[config.mk]
export PLATFORM = sky130hd
export DESIGN_NAME = i2c_bitbang_master_phaser_unit
export DESIGN_NICKNAME = d
export VERILOG_FILES = /design/src/hdl/i2cbb_pkg.sv /design/src/hdl/i2cbb_ram.sv /design/src/hdl/i2cbb_front.sv /design/src/hdl/i2cbb_back.sv /design/src/hdl/i2c_bitbang_master_phaser_unit.sv
export SDC_FILE = /design/constraint.sdc
export NUM_CORES = 1
export LEC_CHECK = 0
export BUFFER_PORTS_ARGS = -buffer_cell sky130_fd_sc_hd__buf_2
export CORE_MARGIN = 2
export CORE_UTILIZATION = 45
export DETAILED_ROUTE_END_ITERATION = 8
export SETUP_SLACK_MARGIN = 0.4
export SLEW_MARGIN = 20
export SYNTH_ARGS = -nofsm -noshare
export SYNTH_HDL_FRONTEND = slang
export SYNTH_SLANG_ARGS = --single-unit
[constraint.sdc]
create_clock -name clk -period 6 [get_ports clk]
set_clock_uncertainty 0.15 [all_clocks]
set_input_delay 0.6 -clock clk [delete_from_list [all_inputs] [get_ports clk]]
set_output_delay 0.6 -clock clk [all_outputs]
set_load 0.005 [all_outputs]
[src/hdl/i2cbb_pkg.sv]
// shared types, constants and phase tables for the i2c bit-bang phaser
package i2cbb_pkg;

  // default tag queue depth and command queue depth
  localparam int TAG_DEPTH_DEF = 64;
  localparam int CMDQ_DEPTH    = 4;
  localparam int BYTE_BITS     = 8;

  // bus actions
  typedef enum logic [2:0] {
    ACT_START  = 3'd0,
    ACT_RSTART = 3'd1,
    ACT_STOP   = 3'd2,
    ACT_WRITE  = 3'd3,
    ACT_READ   = 3'd4,
    ACT_ACK    = 3'd5,
    ACT_SAMPLE = 3'd6
  } action_t;

  // meaning of a returned sda sample
  typedef enum logic [1:0] {
    TAG_IGNORE = 2'd0,
    TAG_DATA   = 2'd1,
    TAG_ACK    = 2'd2
  } tag_t;

  // result kinds
  typedef enum logic [1:0] {
    KIND_PHASE  = 2'd0,
    KIND_SAMPLE = 2'd1,
    KIND_REFUSE = 2'd2
  } kind_t;

  // class of a queued item
  typedef enum logic [1:0] {
    CLS_CMD    = 2'd0,
    CLS_SAMPLE = 2'd1,
    CLS_REFUSE = 2'd2
  } cls_t;

  // back sequencer states
  typedef enum logic [1:0] {
    BK_IDLE   = 2'd0,
    BK_PHASE  = 2'd1,
    BK_SAMPLE = 2'd2
  } bk_state_t;

  // classified item between front and back
  typedef struct packed {
    cls_t       cls;
    action_t    action;
    logic [7:0] data;
    logic       ack;
    logic       sda;
    logic       hit;
  } entry_t;

  // front to back queue status
  typedef struct packed {
    logic   valid;
    entry_t entry;
  } cmdq_t;

  // one pin phase
  typedef struct packed {
    logic sda;
    logic scl;
    tag_t tag;
    logic last;
  } phase_t;

  // phase count of a command
  function automatic logic [5:0] need_f(input logic [2:0] act);
    logic [5:0] n;
    n = 6'd0;
    case (act)
      ACT_START:  n = 6'd3;
      ACT_RSTART: n = 6'd4;
      ACT_STOP:   n = 6'd5;
      ACT_WRITE:  n = 6'd36;
      ACT_READ:   n = 6'd32;
      ACT_ACK:    n = 6'd4;
      default:    n = 6'd0;
    endcase
    return n;
  endfunction

  // pin levels, tag and last flag of phase idx of a command
  function automatic phase_t phase_f(input logic [2:0] act, input logic [7:0] data,
                                     input logic ack, input logic [5:0] idx);
    phase_t     p;
    logic       mid;
    logic [2:0] bsel;
    p    = '{sda: 1'b1, scl: 1'b0, tag: TAG_IGNORE, last: 1'b0};
    mid  = (idx[1:0] == 2'd1) || (idx[1:0] == 2'd2);
    bsel = 3'(3'd7 - idx[4:2]);
    case (act)
      ACT_START: begin
        p.sda  = 1'b0;
        p.scl  = (idx != 6'd2);
        p.last = (idx == 6'd2);
      end
      ACT_RSTART: begin
        p.sda  = (idx == 6'd0) || (idx == 6'd1);
        p.scl  = (idx == 6'd1) || (idx == 6'd2);
        p.last = (idx == 6'd3);
      end
      ACT_STOP: begin
        p.sda  = (idx == 6'd3) || (idx == 6'd4);
        p.scl  = (idx != 6'd0);
        p.last = (idx == 6'd4);
      end
      ACT_WRITE: begin
        p.sda  = idx[5] ? 1'b1 : data[bsel];
        p.scl  = mid;
        p.last = (idx == 6'd35);
        p.tag  = (idx == 6'd35) ? TAG_ACK : TAG_IGNORE;
      end
      ACT_READ: begin
        p.sda  = 1'b1;
        p.scl  = mid;
        p.last = (idx == 6'd31);
        p.tag  = (idx[1:0] == 2'd3) ? TAG_DATA : TAG_IGNORE;
      end
      ACT_ACK: begin
        p.sda  = ~ack;
        p.scl  = mid;
        p.last = (idx == 6'd3);
      end
      default: p.last = 1'b1;
    endcase
    return p;
  endfunction

endpackage

[src/hdl/i2cbb_ram.sv]
// generic single write port ram with registered read
module i2cbb_ram #(
  parameter int WIDTH = 2,
  parameter int DEPTH = 64
) (
  input  logic                     clk,
  input  logic                     we,
  input  logic [$clog2(DEPTH)-1:0] waddr,
  input  logic [WIDTH-1:0]         wdata,
  input  logic                     re,
  input  logic [$clog2(DEPTH)-1:0] raddr,
  output logic [WIDTH-1:0]         rdata
);

  logic [WIDTH-1:0] mem [DEPTH];
  logic [WIDTH-1:0] rdata_r;

  // write port
  always_ff @(posedge clk) begin
    if (we) begin
      mem[waddr] <= wdata;
    end
  end

  // registered read port
  always_ff @(posedge clk) begin
    if (re) begin
      rdata_r <= mem[raddr];
    end
  end

  assign rdata = rdata_r;

endmodule

[src/hdl/i2cbb_front.sv]
// front end: accepts items, reserves tag slots, queues classified items
module i2cbb_front #(
  parameter int TAG_DEPTH = i2cbb_pkg::TAG_DEPTH_DEF
) (
  input  logic              clk,
  input  logic              rst_n,
  input  logic              in_valid,
  output logic              in_stall,
  input  logic [2:0]        in_action,
  input  logic [7:0]        in_data_byte,
  input  logic              in_ack_level,
  input  logic              in_sda_sample,
  output i2cbb_pkg::cmdq_t  cmdq,
  input  logic              pop
);

  localparam int CW  = $clog2(TAG_DEPTH + 1);
  localparam int QAW = $clog2(i2cbb_pkg::CMDQ_DEPTH);
  localparam int QCW = $clog2(i2cbb_pkg::CMDQ_DEPTH + 1);

  logic [CW-1:0]       cnt_r, cnt_nxt;
  logic [QAW-1:0]      wp_r, wp_nxt, rp_r, rp_nxt;
  logic [QCW-1:0]      qcnt_r, qcnt_nxt;
  i2cbb_pkg::entry_t   q_r [i2cbb_pkg::CMDQ_DEPTH];
  i2cbb_pkg::entry_t   ent;
  logic                accept, is_smp, is_cmd, fits, push;
  logic [CW:0]         sum;

  // classify the incoming item and check tag room
  always_comb begin
    accept = in_valid && !in_stall;
    is_smp = (in_action == i2cbb_pkg::ACT_SAMPLE);
    is_cmd = (in_action <= i2cbb_pkg::ACT_ACK);
    sum    = {1'b0, cnt_r} + (CW+1)'(i2cbb_pkg::need_f(in_action));
    fits   = (sum <= (CW+1)'(TAG_DEPTH));
    push   = accept && (is_smp || is_cmd);

    ent.action = i2cbb_pkg::action_t'(in_action);
    ent.data   = in_data_byte;
    ent.ack    = in_ack_level;
    ent.sda    = in_sda_sample;
    ent.hit    = (cnt_r != '0);
    if (is_smp) begin
      ent.cls = i2cbb_pkg::CLS_SAMPLE;
    end else if (fits) begin
      ent.cls = i2cbb_pkg::CLS_CMD;
    end else begin
      ent.cls = i2cbb_pkg::CLS_REFUSE;
    end

    cnt_nxt = cnt_r;
    if (push) begin
      if (is_smp) begin
        if (cnt_r != '0) begin
          cnt_nxt = cnt_r - CW'(1);
        end
      end else if (fits) begin
        cnt_nxt = sum[CW-1:0];
      end
    end
  end

  // command queue pointers
  always_comb begin
    wp_nxt   = wp_r;
    rp_nxt   = rp_r;
    qcnt_nxt = qcnt_r;
    if (push) begin
      wp_nxt = (wp_r == QAW'(i2cbb_pkg::CMDQ_DEPTH - 1)) ? '0 : wp_r + QAW'(1);
    end
    if (pop) begin
      rp_nxt = (rp_r == QAW'(i2cbb_pkg::CMDQ_DEPTH - 1)) ? '0 : rp_r + QAW'(1);
    end
    case ({push, pop})
      2'b10:   qcnt_nxt = qcnt_r + QCW'(1);
      2'b01:   qcnt_nxt = qcnt_r - QCW'(1);
      default: qcnt_nxt = qcnt_r;
    endcase
  end

  // control registers
  always_ff @(posedge clk) begin
    if (!rst_n) begin
      cnt_r  <= '0;
      wp_r   <= '0;
      rp_r   <= '0;
      qcnt_r <= '0;
    end else begin
      cnt_r  <= cnt_nxt;
      wp_r   <= wp_nxt;
      rp_r   <= rp_nxt;
      qcnt_r <= qcnt_nxt;
    end
  end

  // queue storage
  always_ff @(posedge clk) begin
    if (push) begin
      q_r[wp_r] <= ent;
    end
  end

  assign in_stall    = (qcnt_r == QCW'(i2cbb_pkg::CMDQ_DEPTH));
  assign cmdq.valid  = (qcnt_r != '0);
  assign cmdq.entry  = q_r[rp_r];

  // reservation never exceeds the tag queue
  a_cnt_range: assert property (@(posedge clk) disable iff (!rst_n)
    cnt_r <= CW'(TAG_DEPTH))
    else $error("tag reservation count beyond depth");

endmodule

[src/hdl/i2cbb_back.sv]
// back end: sequences pin phases, tag queue and sample handling
module i2cbb_back #(
  parameter int TAG_DEPTH = i2cbb_pkg::TAG_DEPTH_DEF
) (
  input  logic             clk,
  input  logic             rst_n,
  input  i2cbb_pkg::cmdq_t cmdq,
  output logic             pop,
  output logic             out_valid,
  input  logic             out_stall,
  output logic [1:0]       out_result_kind,
  output logic             out_scl_level,
  output logic             out_sda_level,
  output logic             out_last_phase,
  output logic [7:0]       out_rx_byte,
  output logic             out_rx_valid,
  output logic             out_bus_error
);

  localparam int PW = $clog2(TAG_DEPTH);

  i2cbb_pkg::bk_state_t state_r, state_nxt;
  i2cbb_pkg::entry_t    cur_r, cur_nxt;
  i2cbb_pkg::phase_t    ph;
  i2cbb_pkg::tag_t      rtag;
  logic [5:0]           idx_r, idx_nxt;
  logic [PW-1:0]        head_r, head_nxt, tail_r, tail_nxt;
  logic [2:0]           bcnt_r, bcnt_nxt;
  logic [7:0]           shift_r, shift_nxt, shifted;
  logic                 err_r, err_nxt;
  logic                 adv, ram_we, ram_re;
  logic [1:0]           ram_rdata;

  logic                 out_valid_r, out_valid_nxt;
  i2cbb_pkg::kind_t     kind_r, kind_nxt;
  logic                 scl_r, scl_nxt, sda_r, sda_nxt, last_r, last_nxt;
  logic [7:0]           rx_r, rx_nxt;
  logic                 rxv_r, rxv_nxt, berr_r, berr_nxt;

  // tag queue memory
  i2cbb_ram #(.WIDTH(2), .DEPTH(TAG_DEPTH)) u_tag_ram (
    .clk   (clk),
    .we    (ram_we),
    .waddr (tail_r),
    .wdata (ph.tag),
    .re    (ram_re),
    .raddr (head_r),
    .rdata (ram_rdata)
  );

  assign adv     = !out_valid_r || !out_stall;
  assign ph      = i2cbb_pkg::phase_f(cur_r.action, cur_r.data, cur_r.ack, idx_r);
  assign rtag    = i2cbb_pkg::tag_t'(ram_rdata);
  assign shifted = {shift_r[6:0], cur_r.sda};

  // sequencer next state and result load
  always_comb begin
    state_nxt     = state_r;
    cur_nxt       = cur_r;
    idx_nxt       = idx_r;
    head_nxt      = head_r;
    tail_nxt      = tail_r;
    bcnt_nxt      = bcnt_r;
    shift_nxt     = shift_r;
    err_nxt       = err_r;
    pop           = 1'b0;
    ram_we        = 1'b0;
    ram_re        = 1'b0;
    out_valid_nxt = adv ? 1'b0 : out_valid_r;
    kind_nxt      = kind_r;
    scl_nxt       = scl_r;
    sda_nxt       = sda_r;
    last_nxt      = last_r;
    rx_nxt        = rx_r;
    rxv_nxt       = rxv_r;
    berr_nxt      = berr_r;
    case (state_r)
      i2cbb_pkg::BK_IDLE: begin
        if (cmdq.valid && adv) begin
          pop     = 1'b1;
          cur_nxt = cmdq.entry;
          case (cmdq.entry.cls)
            i2cbb_pkg::CLS_REFUSE: begin
              out_valid_nxt = 1'b1;
              kind_nxt      = i2cbb_pkg::KIND_REFUSE;
              scl_nxt       = 1'b0;
              sda_nxt       = 1'b0;
              last_nxt      = 1'b0;
              rx_nxt        = 8'd0;
              rxv_nxt       = 1'b0;
              berr_nxt      = err_r;
            end
            i2cbb_pkg::CLS_CMD: begin
              if (cmdq.entry.action == i2cbb_pkg::ACT_START) begin
                err_nxt   = 1'b0;
                bcnt_nxt  = 3'd0;
                shift_nxt = 8'd0;
              end
              idx_nxt   = 6'd0;
              state_nxt = i2cbb_pkg::BK_PHASE;
            end
            i2cbb_pkg::CLS_SAMPLE: begin
              ram_re    = 1'b1;
              state_nxt = i2cbb_pkg::BK_SAMPLE;
            end
            default: state_nxt = i2cbb_pkg::BK_IDLE;
          endcase
        end
      end
      i2cbb_pkg::BK_PHASE: begin
        if (adv) begin
          ram_we        = 1'b1;
          tail_nxt      = (tail_r == PW'(TAG_DEPTH - 1)) ? '0 : tail_r + PW'(1);
          idx_nxt       = idx_r + 6'd1;
          out_valid_nxt = 1'b1;
          kind_nxt      = i2cbb_pkg::KIND_PHASE;
          scl_nxt       = ph.scl;
          sda_nxt       = ph.sda;
          last_nxt      = ph.last;
          rx_nxt        = 8'd0;
          rxv_nxt       = 1'b0;
          berr_nxt      = err_r;
          if (ph.last) begin
            state_nxt = i2cbb_pkg::BK_IDLE;
          end
        end
      end
      i2cbb_pkg::BK_SAMPLE: begin
        if (adv) begin
          rx_nxt  = 8'd0;
          rxv_nxt = 1'b0;
          if (cur_r.hit) begin
            head_nxt = (head_r == PW'(TAG_DEPTH - 1)) ? '0 : head_r + PW'(1);
            if (rtag == i2cbb_pkg::TAG_ACK) begin
              if (cur_r.sda) begin
                err_nxt = 1'b1;
              end
            end else if (rtag == i2cbb_pkg::TAG_DATA && !err_r) begin
              if (bcnt_r == 3'(i2cbb_pkg::BYTE_BITS - 1)) begin
                rx_nxt    = shifted;
                rxv_nxt   = 1'b1;
                shift_nxt = 8'd0;
                bcnt_nxt  = 3'd0;
              end else begin
                shift_nxt = shifted;
                bcnt_nxt  = bcnt_r + 3'd1;
              end
            end
          end
          out_valid_nxt = 1'b1;
          kind_nxt      = i2cbb_pkg::KIND_SAMPLE;
          scl_nxt       = 1'b0;
          sda_nxt       = 1'b0;
          last_nxt      = 1'b0;
          berr_nxt      = err_nxt;
          state_nxt     = i2cbb_pkg::BK_IDLE;
        end
      end
      default: state_nxt = i2cbb_pkg::BK_IDLE;
    endcase
  end

  // control state
  always_ff @(posedge clk) begin
    if (!rst_n) begin
      state_r     <= i2cbb_pkg::BK_IDLE;
      head_r      <= '0;
      tail_r      <= '0;
      bcnt_r      <= 3'd0;
      shift_r     <= 8'd0;
      err_r       <= 1'b0;
      out_valid_r <= 1'b0;
    end else begin
      state_r     <= state_nxt;
      head_r      <= head_nxt;
      tail_r      <= tail_nxt;
      bcnt_r      <= bcnt_nxt;
      shift_r     <= shift_nxt;
      err_r       <= err_nxt;
      out_valid_r <= out_valid_nxt;
    end
  end

  // payload registers
  always_ff @(posedge clk) begin
    cur_r  <= cur_nxt;
    idx_r  <= idx_nxt;
    kind_r <= kind_nxt;
    scl_r  <= scl_nxt;
    sda_r  <= sda_nxt;
    last_r <= last_nxt;
    rx_r   <= rx_nxt;
    rxv_r  <= rxv_nxt;
    berr_r <= berr_nxt;
  end

  assign out_valid       = out_valid_r;
  assign out_result_kind = kind_r;
  assign out_scl_level   = scl_r;
  assign out_sda_level   = sda_r;
  assign out_last_phase  = last_r;
  assign out_rx_byte     = rx_r;
  assign out_rx_valid    = rxv_r;
  assign out_bus_error   = berr_r;

  // a completed byte only rides on a sample report
  a_rxv_kind: assert property (@(posedge clk) disable iff (!rst_n)
    out_valid_r && rxv_r |-> kind_r == i2cbb_pkg::KIND_SAMPLE)
    else $error("rx_valid on non-sample result");

  // the sample state is always entered from a pop in idle
  a_smp_entry: assert property (@(posedge clk) disable iff (!rst_n)
    state_r == i2cbb_pkg::BK_SAMPLE && $past(state_r) != i2cbb_pkg::BK_SAMPLE
    |-> $past(state_r) == i2cbb_pkg::BK_IDLE && $past(pop))
    else $error("sample state entered without pop");

  // a finished phase run returns the sequencer to idle
  a_last_idle: assert property (@(posedge clk) disable iff (!rst_n)
    state_r == i2cbb_pkg::BK_PHASE && adv && ph.last |=> state_r == i2cbb_pkg::BK_IDLE)
    else $error("sequencer did not leave phase run");

endmodule

[src/hdl/i2c_bitbang_master_phaser_unit.sv]
// top level of the i2c bit-bang master phaser
// Usage: the in_ channel takes bus commands (start, repeated start, stop,
// write byte, read byte, ack/nack) and sample items carrying the sda level
// seen for the oldest emitted phase. The out_ channel returns one result per
// pin phase, one report per sample item and one refusal per command that
// does not fit the tag queue. Action code seven is dropped without a result.
// The front accepts an item into a four-entry command queue; the back then
// pops it and emits one pin phase per cycle while out_stall does not hold it,
// and pops no further item until the last phase of a command is emitted. A
// sample report needs a tag memory read before it is registered. With the
// back free, a refusal is registered when it is popped from the command queue;
// any other item is popped into the sequencer first and its result follows.
// The tag queue is a TAG_DEPTH entry memory; its fill is tracked by counters
// so it needs no clearing after reset. Reset clears all queue pointers, the
// byte assembly and the error flag. When out_stall is high while a result is
// valid, the result register holds and the back waits; the front keeps
// accepting items until its command queue is full, then raises in_stall.
module i2c_bitbang_master_phaser_unit #(
  parameter int TAG_DEPTH = i2cbb_pkg::TAG_DEPTH_DEF
) (
  input  logic       clk,
  input  logic       rst_n,
  input  logic       in_valid,
  output logic       in_stall,
  input  logic [2:0] in_action,
  input  logic [7:0] in_data_byte,
  input  logic       in_ack_level,
  input  logic       in_sda_sample,
  output logic       out_valid,
  input  logic       out_stall,
  output logic [1:0] out_result_kind,
  output logic       out_scl_level,
  output logic       out_sda_level,
  output logic       out_last_phase,
  output logic [7:0] out_rx_byte,
  output logic       out_rx_valid,
  output logic       out_bus_error
);

  i2cbb_pkg::cmdq_t cmdq;
  logic             pop;

  // accept and classify
  i2cbb_front #(.TAG_DEPTH(TAG_DEPTH)) u_front (
    .clk           (clk),
    .rst_n         (rst_n),
    .in_valid      (in_valid),
    .in_stall      (in_stall),
    .in_action     (in_action),
    .in_data_byte  (in_data_byte),
    .in_ack_level  (in_ack_level),
    .in_sda_sample (in_sda_sample),
    .cmdq          (cmdq),
    .pop           (pop)
  );

  // phase sequencing and sample handling
  i2cbb_back #(.TAG_DEPTH(TAG_DEPTH)) u_back (
    .clk             (clk),
    .rst_n           (rst_n),
    .cmdq            (cmdq),
    .pop             (pop),
    .out_valid       (out_valid),
    .out_stall       (out_stall),
    .out_result_kind (out_result_kind),
    .out_scl_level   (out_scl_level),
    .out_sda_level   (out_sda_level),
    .out_last_phase  (out_last_phase),
    .out_rx_byte     (out_rx_byte),
    .out_rx_valid    (out_rx_valid),
    .out_bus_error   (out_bus_error)
  );

endmodule

## Word-level counts from Yosys, hierarchy flattened

Memories as Yosys holds them, arrays and structs flattened. A register that Yosys moved wholly into a read port is not among the register bits.
Index checks and enable logic that the tools add are counted.

| storage, ports and cells | value |
|---|---|
| bits in registers | 75 |
| memory bits (writable) | 192 |
| input port bits | 17 |
| output and inout bits | 17 |
| memories kept | 2 |

Memories:

| name | depth | width | read ports | clocked after Yosys merged registers in | wr ports | RTL line | text |
|---|---|---|---|---|---|---|---|
| u_back.u_tag_ram.mem | 64 | 2 | 1 | 1 | 1 | i2cbb_ram.sv:15 | `logic [WIDTH-1:0] mem [DEPTH];` |
| u_front.q_r | 4 | 16 | 1 | 1 | 1 | i2cbb_front.sv:24 | `i2cbb_pkg::entry_t q_r [i2cbb_pkg::CMDQ_DEPTH];` |

| operators by class | value |
|---|---|
| $add $sub $neg | 11 |
| $lt $le $gt $ge | 3 |
| eq/ne operators | 47 |
| muxes and demuxes | 105 |
| bitwise operators | 1 |
| reductions and logical operators | 40 |

Operators by type and width:

| cell | number |
|---|---|
| 7-bit 2-to-1 mux | 11 |
| 8-bit 2-to-1 mux | 8 |
| 1-bit 2-to-1 mux | 39 |
| 6-bit 2-to-1 mux | 5 |
| 6-bit case mux with 5 select lines | 1 |
| 2-bit 2-to-1 mux | 14 |
| 3-bit 2-to-1 mux | 8 |
| 8-bit case mux with 3 select lines | 1 |
| 3-bit equality test (second input constant) | 7 |
| 6-bit by 1-bit adder with 6-bit output (second input constant) | 3 |
| 6-bit equality test (second input constant) | 3 |
| 2-bit case mux with 3 select lines | 3 |
| 2-bit equality test (second input constant) | 8 |
| 2-bit by 1-bit != test with 1-bit output (second input constant) | 8 |
| 1-bit case mux with 3 select lines | 5 |
| 5-bit AND reduction | 3 |
| 7-bit case mux with 2 select lines | 1 |
| 3-bit by 2-bit equality test with 1-bit output (second input constant) | 4 |
| 6-bit by 2-bit equality test with 1-bit output (second input constant) | 2 |
| 2-bit case mux with 6 select lines | 1 |
| 3-bit case mux with 2 select lines | 2 |
| 6-bit case mux with 2 select lines | 1 |
| 2-bit by 1-bit equality test with 1-bit output (second input constant) | 5 |
| 3-bit logical NOT | 3 |
| other kinds (34) | 61 |

## Depth between registers and ports, before layout

| logic depth | value |
|---|---|
| word-level depth | 7 |
| gate-level depth with buffers | 10 |
| depth with buffers taken out | 10 |

## Modules after synthesis

A second synthesis with hierarchy kept.

| second synthesis, totals | value |
|---|---|
| cells, all modules | 826 |
| area, all modules | 11962.7 um2 |

Modules (own cells, without submodules):

| module | instances | cells an instance | area each (um2) | seq. area each (um2) |
|---|---|---|---|---|
| i2cbb_ram | 1 | 315 | 5509.0 | 3903.7 |
| i2cbb_front | 1 | 235 | 3550.9 | 2242.2 |
| i2cbb_back | 1 | 276 | 2902.8 | 1571.5 |

## Worst setup path before layout

Ideal clock, no wire load.

| path | value |
|---|---|
| path type | register to register |
| start point | register u_back.idx_r[0] |
| end point | memory u_back.u_tag_ram.mem[0][0], data pin |
| library setup time | 0.881 ns |
| arrival time | 4.219 ns |
| slack | 0.750 ns |
| cell stages (with the launch flop) | 3 |
| buffers on the path | 0 |
| path through | edfxtp_1 -> ha_1 -> nor4bb_1 |

RTL lines:

| item | RTL line | text |
|---|---|---|
| start: declaration | i2cbb_back.sv:26 | `logic [5:0] idx_r, idx_nxt;` |
| start signal: assignment | i2cbb_back.sv:187 | `idx_r <= idx_nxt;` |
| end: declaration | i2cbb_ram.sv:15 |  |

## Final worst setup path

| path | value |
|---|---|
| start point | register u_back.state_r[0] |
| end point | register u_front.qcnt_r[2] |

| on the way | value |
|---|---|
| cells in the longest elaborated chain, start to end | 4 |
| elaborated cells on any way between the ends | 6 |

Ends and longest elaborated chain:

| item | RTL line | text |
|---|---|---|
| start: declaration | i2cbb_back.sv:22 | `i2cbb_pkg::bk_state_t state_r, state_nxt;` |
| start signal: assignment | i2cbb_back.sv:166 | `state_r <= i2cbb_pkg::BK_IDLE;` |
| start signal: assignment | i2cbb_back.sv:174 | `state_r <= state_nxt;` |
| 2-bit logical NOT * | i2cbb_back.sv:77 | `case (state_r)` |
| 1-bit 2-to-1 mux * | i2cbb_back.sv:77 |  |
| named net pop | i2c_bitbang_master_phaser_unit.sv:41 | `logic pop;` |
| 2-bit by 1-bit equality test with 1-bit output / 2-bit equality test (equally long branches) | i2cbb_front.sv:74 | `case ({push, pop})` |
| 3-bit case mux with 2 select lines / 2-bit nonzero test (equally long branches) | -- |  |
| end signal: assignment | i2cbb_front.sv:92 | `qcnt_r <= qcnt_nxt;` |
| end: declaration | i2cbb_front.sv:23 | `logic [QCW-1:0] qcnt_r, qcnt_nxt;` |

Mark *: on every way through the listed nets, which the timed path passes. The rest lies on a longest branch.
A chain may end at the register's enable or synchronous reset.

==> results.toml <==
[worst_setup_path]
timing.rr.start = "u_back.state_r[0]$_SDFFE_PN0P_"
worstRegToRegCells = 10
slowest_delay_ns = 0.49
worst-path-buf-inv = 3
critical_path.top_delay_family = "adder cells"
critPathArrivalTime_ns = 3.38
reg2reg_slack_ns = 2.90
cp_common_cell = "inv_1"
path_class = "reg2reg"
worstSetupStartpointType = "flip-flop"
critPathRequiredTime_ns = 6.28
rr_endpoint = "u_front.qcnt_r[2]$_SDFFE_PN0P_"
critPathCaptureType = "flip-flop"
cp_max_fo = 16
path_cells = "inv_1, ha_1, nand3b_1, inv_1, ha_1, inv_1, fa_1, xor2_1, or3_1, a21oi_1"
crit_path_top_delay_cell = "inv_1"

[floorplan]
boundaryPins = 34
initial_core_util_pct = 45.5
coreArea_um2 = 25900
die-area_um2 = 27500
die_w_um = 166
fp-row-count = 59
dieHeight_um = 166

[placement]
post-place-ws_ns = 2.39
hpwl_mm = 15.0
gp_congestion = 0.877
portBuffers = 33
place_area_um2 = 12200

[logic_synthesis]
syn_avg_cell_area_um2 = 14.6
yosysTopAreaCell = "edfxtp_1"
synth_area_leaders = "edfxtp_1 (58%), mux4_2 (11%), dfxtp_1 (7.1%)"
syn_area_um2 = 11800
ys_ff_latch = 271
ys_types = 54
synthCells = 810
yosysWarnings = 0
ys.flop_type = "edfxtp_1"
ys_seq_area_share_pct = 65.5
synth_top_area_share_pct = 58.3
synth-edff-count = 229
syn_nets = 853
synthArstFlopShare_pct = 0

[clocking]
clkSlewWorstSetupHoldPaths_ns = 0.06
cts.sinks = 271
clk_latency_ns = 0.53
cts_tree = "yes"
cts_resized = 0
clockBufferDepth = 3
cts_max_level = 1
post_cts_buffers = 0
cts_buffers = 28
cts-root-buf = "clkbuf_16"
ctsHoldBuffers = 0

[finish]
drive_gt1_share_pct = 18.4
final_util_pct = 50.7
area_growth_pct = 11.4
postLayoutCellArea_um2 = 13100
nets = 869
antennaDiodeCount = 0

[worst_hold_path]
whs_path_depth = 1
hold_path_end = "u_front.q_r[1][3]$_DFFE_PP_"
min_path_type = "in2reg"
min_from = "in_data_byte[0]"

[timing]
worst_slew_pin_slew_ns = 0.964
fin_ws_ns = 2.90
relSlewSlack_pct = 35.7
finalCritPeriodShare_pct = 51.7
rsz0062_at_grt = "false"
fin_crit_ns = 3.10
hold_viol_final = 0
setup_viol = 0
fin_tns_setup_ns = 0
slew_violations = 0
fmax_mhz = 322

[route]
first_pass_iters = 5
drt_wl_total_mm = 23.1
vias = 6602
vias_per_cell = 5.58
drc = 0
antenna_left = 0
routedWlPerCell_um = 19.5
drtIter0Drc = 701

[global_route]
antenna_found_initial = 0
grt_pass1_wl_mm = 36.7
grt.total_usage_pct = 16.7
grt_max_degree = 65
grt_pass1_vias = 6599
overflow = 0

[status]
status = "completed"

[flow_run]
maxCapViolCount = 0

[power]
leakage_nw = 4.24
power_mw = 5.20
peakVddDrop_mv = 0.295
power_density_nw_per_um2 = 396
-- area by class of cell --
type	count	area [µm²]
Tap cell	335	419
Sequential cell	271	7720
Inverter	23	86.3
Clock inverter	9	121
Multi-Input combinational cell	464	3790
Clock buffer	43	788
Fill cell	2182	12800
Timing Repair Buffer	38	203
-- cell usage after synthesis, drive strengths merged, types with 4 or more instances --
master  count
clkbuf     42
nor2      106
mux4       58
o21ai      18
mux2i      19
edfxtp    229
or2        11
buf        10
or3         5
nand4       4
a31oi       7
nor4        4
nand2      55
a21o        4
or3b        5
ha         24
nor3       11
a21oi      26
nor3b       4
nand3b     10
and2       14
inv        23
nand2b      7
xnor2       4
dfxtp      42
nand3      11
xor2       12
and3        7
-- where the power goes --
part	leakage, nW	switching (mW)	internal, mW
Clock	0.431	0.675	1.03
Combinational	1.45	0.567	0.415
Sequential	2.35	0.179	2.33
Total	4.24	1.42	3.78
-- stage by stage --
step           instances  hold WS [ns]
3_5_place_dp        1131         0.316
4_1_cts             1183         0.108
3_3_place_gp        1131         0.296
6_report            1183         0.132
2_1_floorplan        810         0.283
5_1_grt             1183         0.110
-- placed cells by master (no fill, tap or decap), drive strengths merged, types with 18 or more instances in the layout --
master and n:
edfxtp 229, nor2 106, mux4 58, nand2 55, clkbuf 43, dfxtp 42
buf 38, a21oi 26, ha 24, inv 23, mux2i 19, o21ai 18
-- metal layers --
metal,global-route usage [%],wire length (µm),share of wire [%]
met1,23.8,10400,45
met2,27.2,11100,48
met3,2.98,1170,5.1
met4,3.89,437,1.9
met5,0,0,0
-- cells by family (layout without fill, tap and decap cells) --
| kind of cell | count (synthesis) | in the layout | share of synthesized area [%] |
|---|---|---|---|
| AOI/OAI and AO/OA | 81 | 81 | 4.36 |
| adders and majority gates | 26 | 26 | 2.89 |
| xor gates and xnor gates | 16 | 16 | 1.19 |
| DFF | 271 | 271 | 65.5 |
| muxes | 79 | 79 | 12.9 |
| buffers and inverters | 75 | 113 | 2.54 |
| and+or+nand+nor | 262 | 262 | 10.7 |
-- worst max path at each step --
stage / startpoint / end / slack (ns) / cells past startpoint
floorplan: u_back.idx_r[0]$_SDFFCE_PP0P_ / u_back.u_tag_ram.mem[0][0]$_DFFE_PP_ / 0.75 / 2
global placement: in_action[0] / u_front.cnt_r[0]$_SDFFE_PN0P_ / 2.53 / 9
detailed placement: in_action[0] / u_front.cnt_r[0]$_SDFFE_PN0P_ / 2.39 / 9
CTS: flip-flop / u_back.shift_r[6]$_SDFFE_PN0P_ / 2.48 / 5
global route: in_action[0] / u_front.cnt_r[0]$_SDFFE_PN0P_ / 2.66 / 9
finish: u_back.state_r[0]$_SDFFE_PN0P_ / u_front.qcnt_r[2]$_SDFFE_PN0P_ / 2.90 / 10
-- registers in the layout (all words and copies together) (netlist names), 3 cells and up, named ones only --
name                  cells
u_back.u_tag_ram.mem    128
u_front.q_r              64
u_back.cur_r             14
u_back.out_rx_byte        8
u_back.shift_r            7
u_front.cnt_r             7
u_back.head_r             6
u_back.idx_r              6
u_back.tail_r             6
u_back.bcnt_r             3
u_front.qcnt_r            3
(Power assumes the default switching activity.)
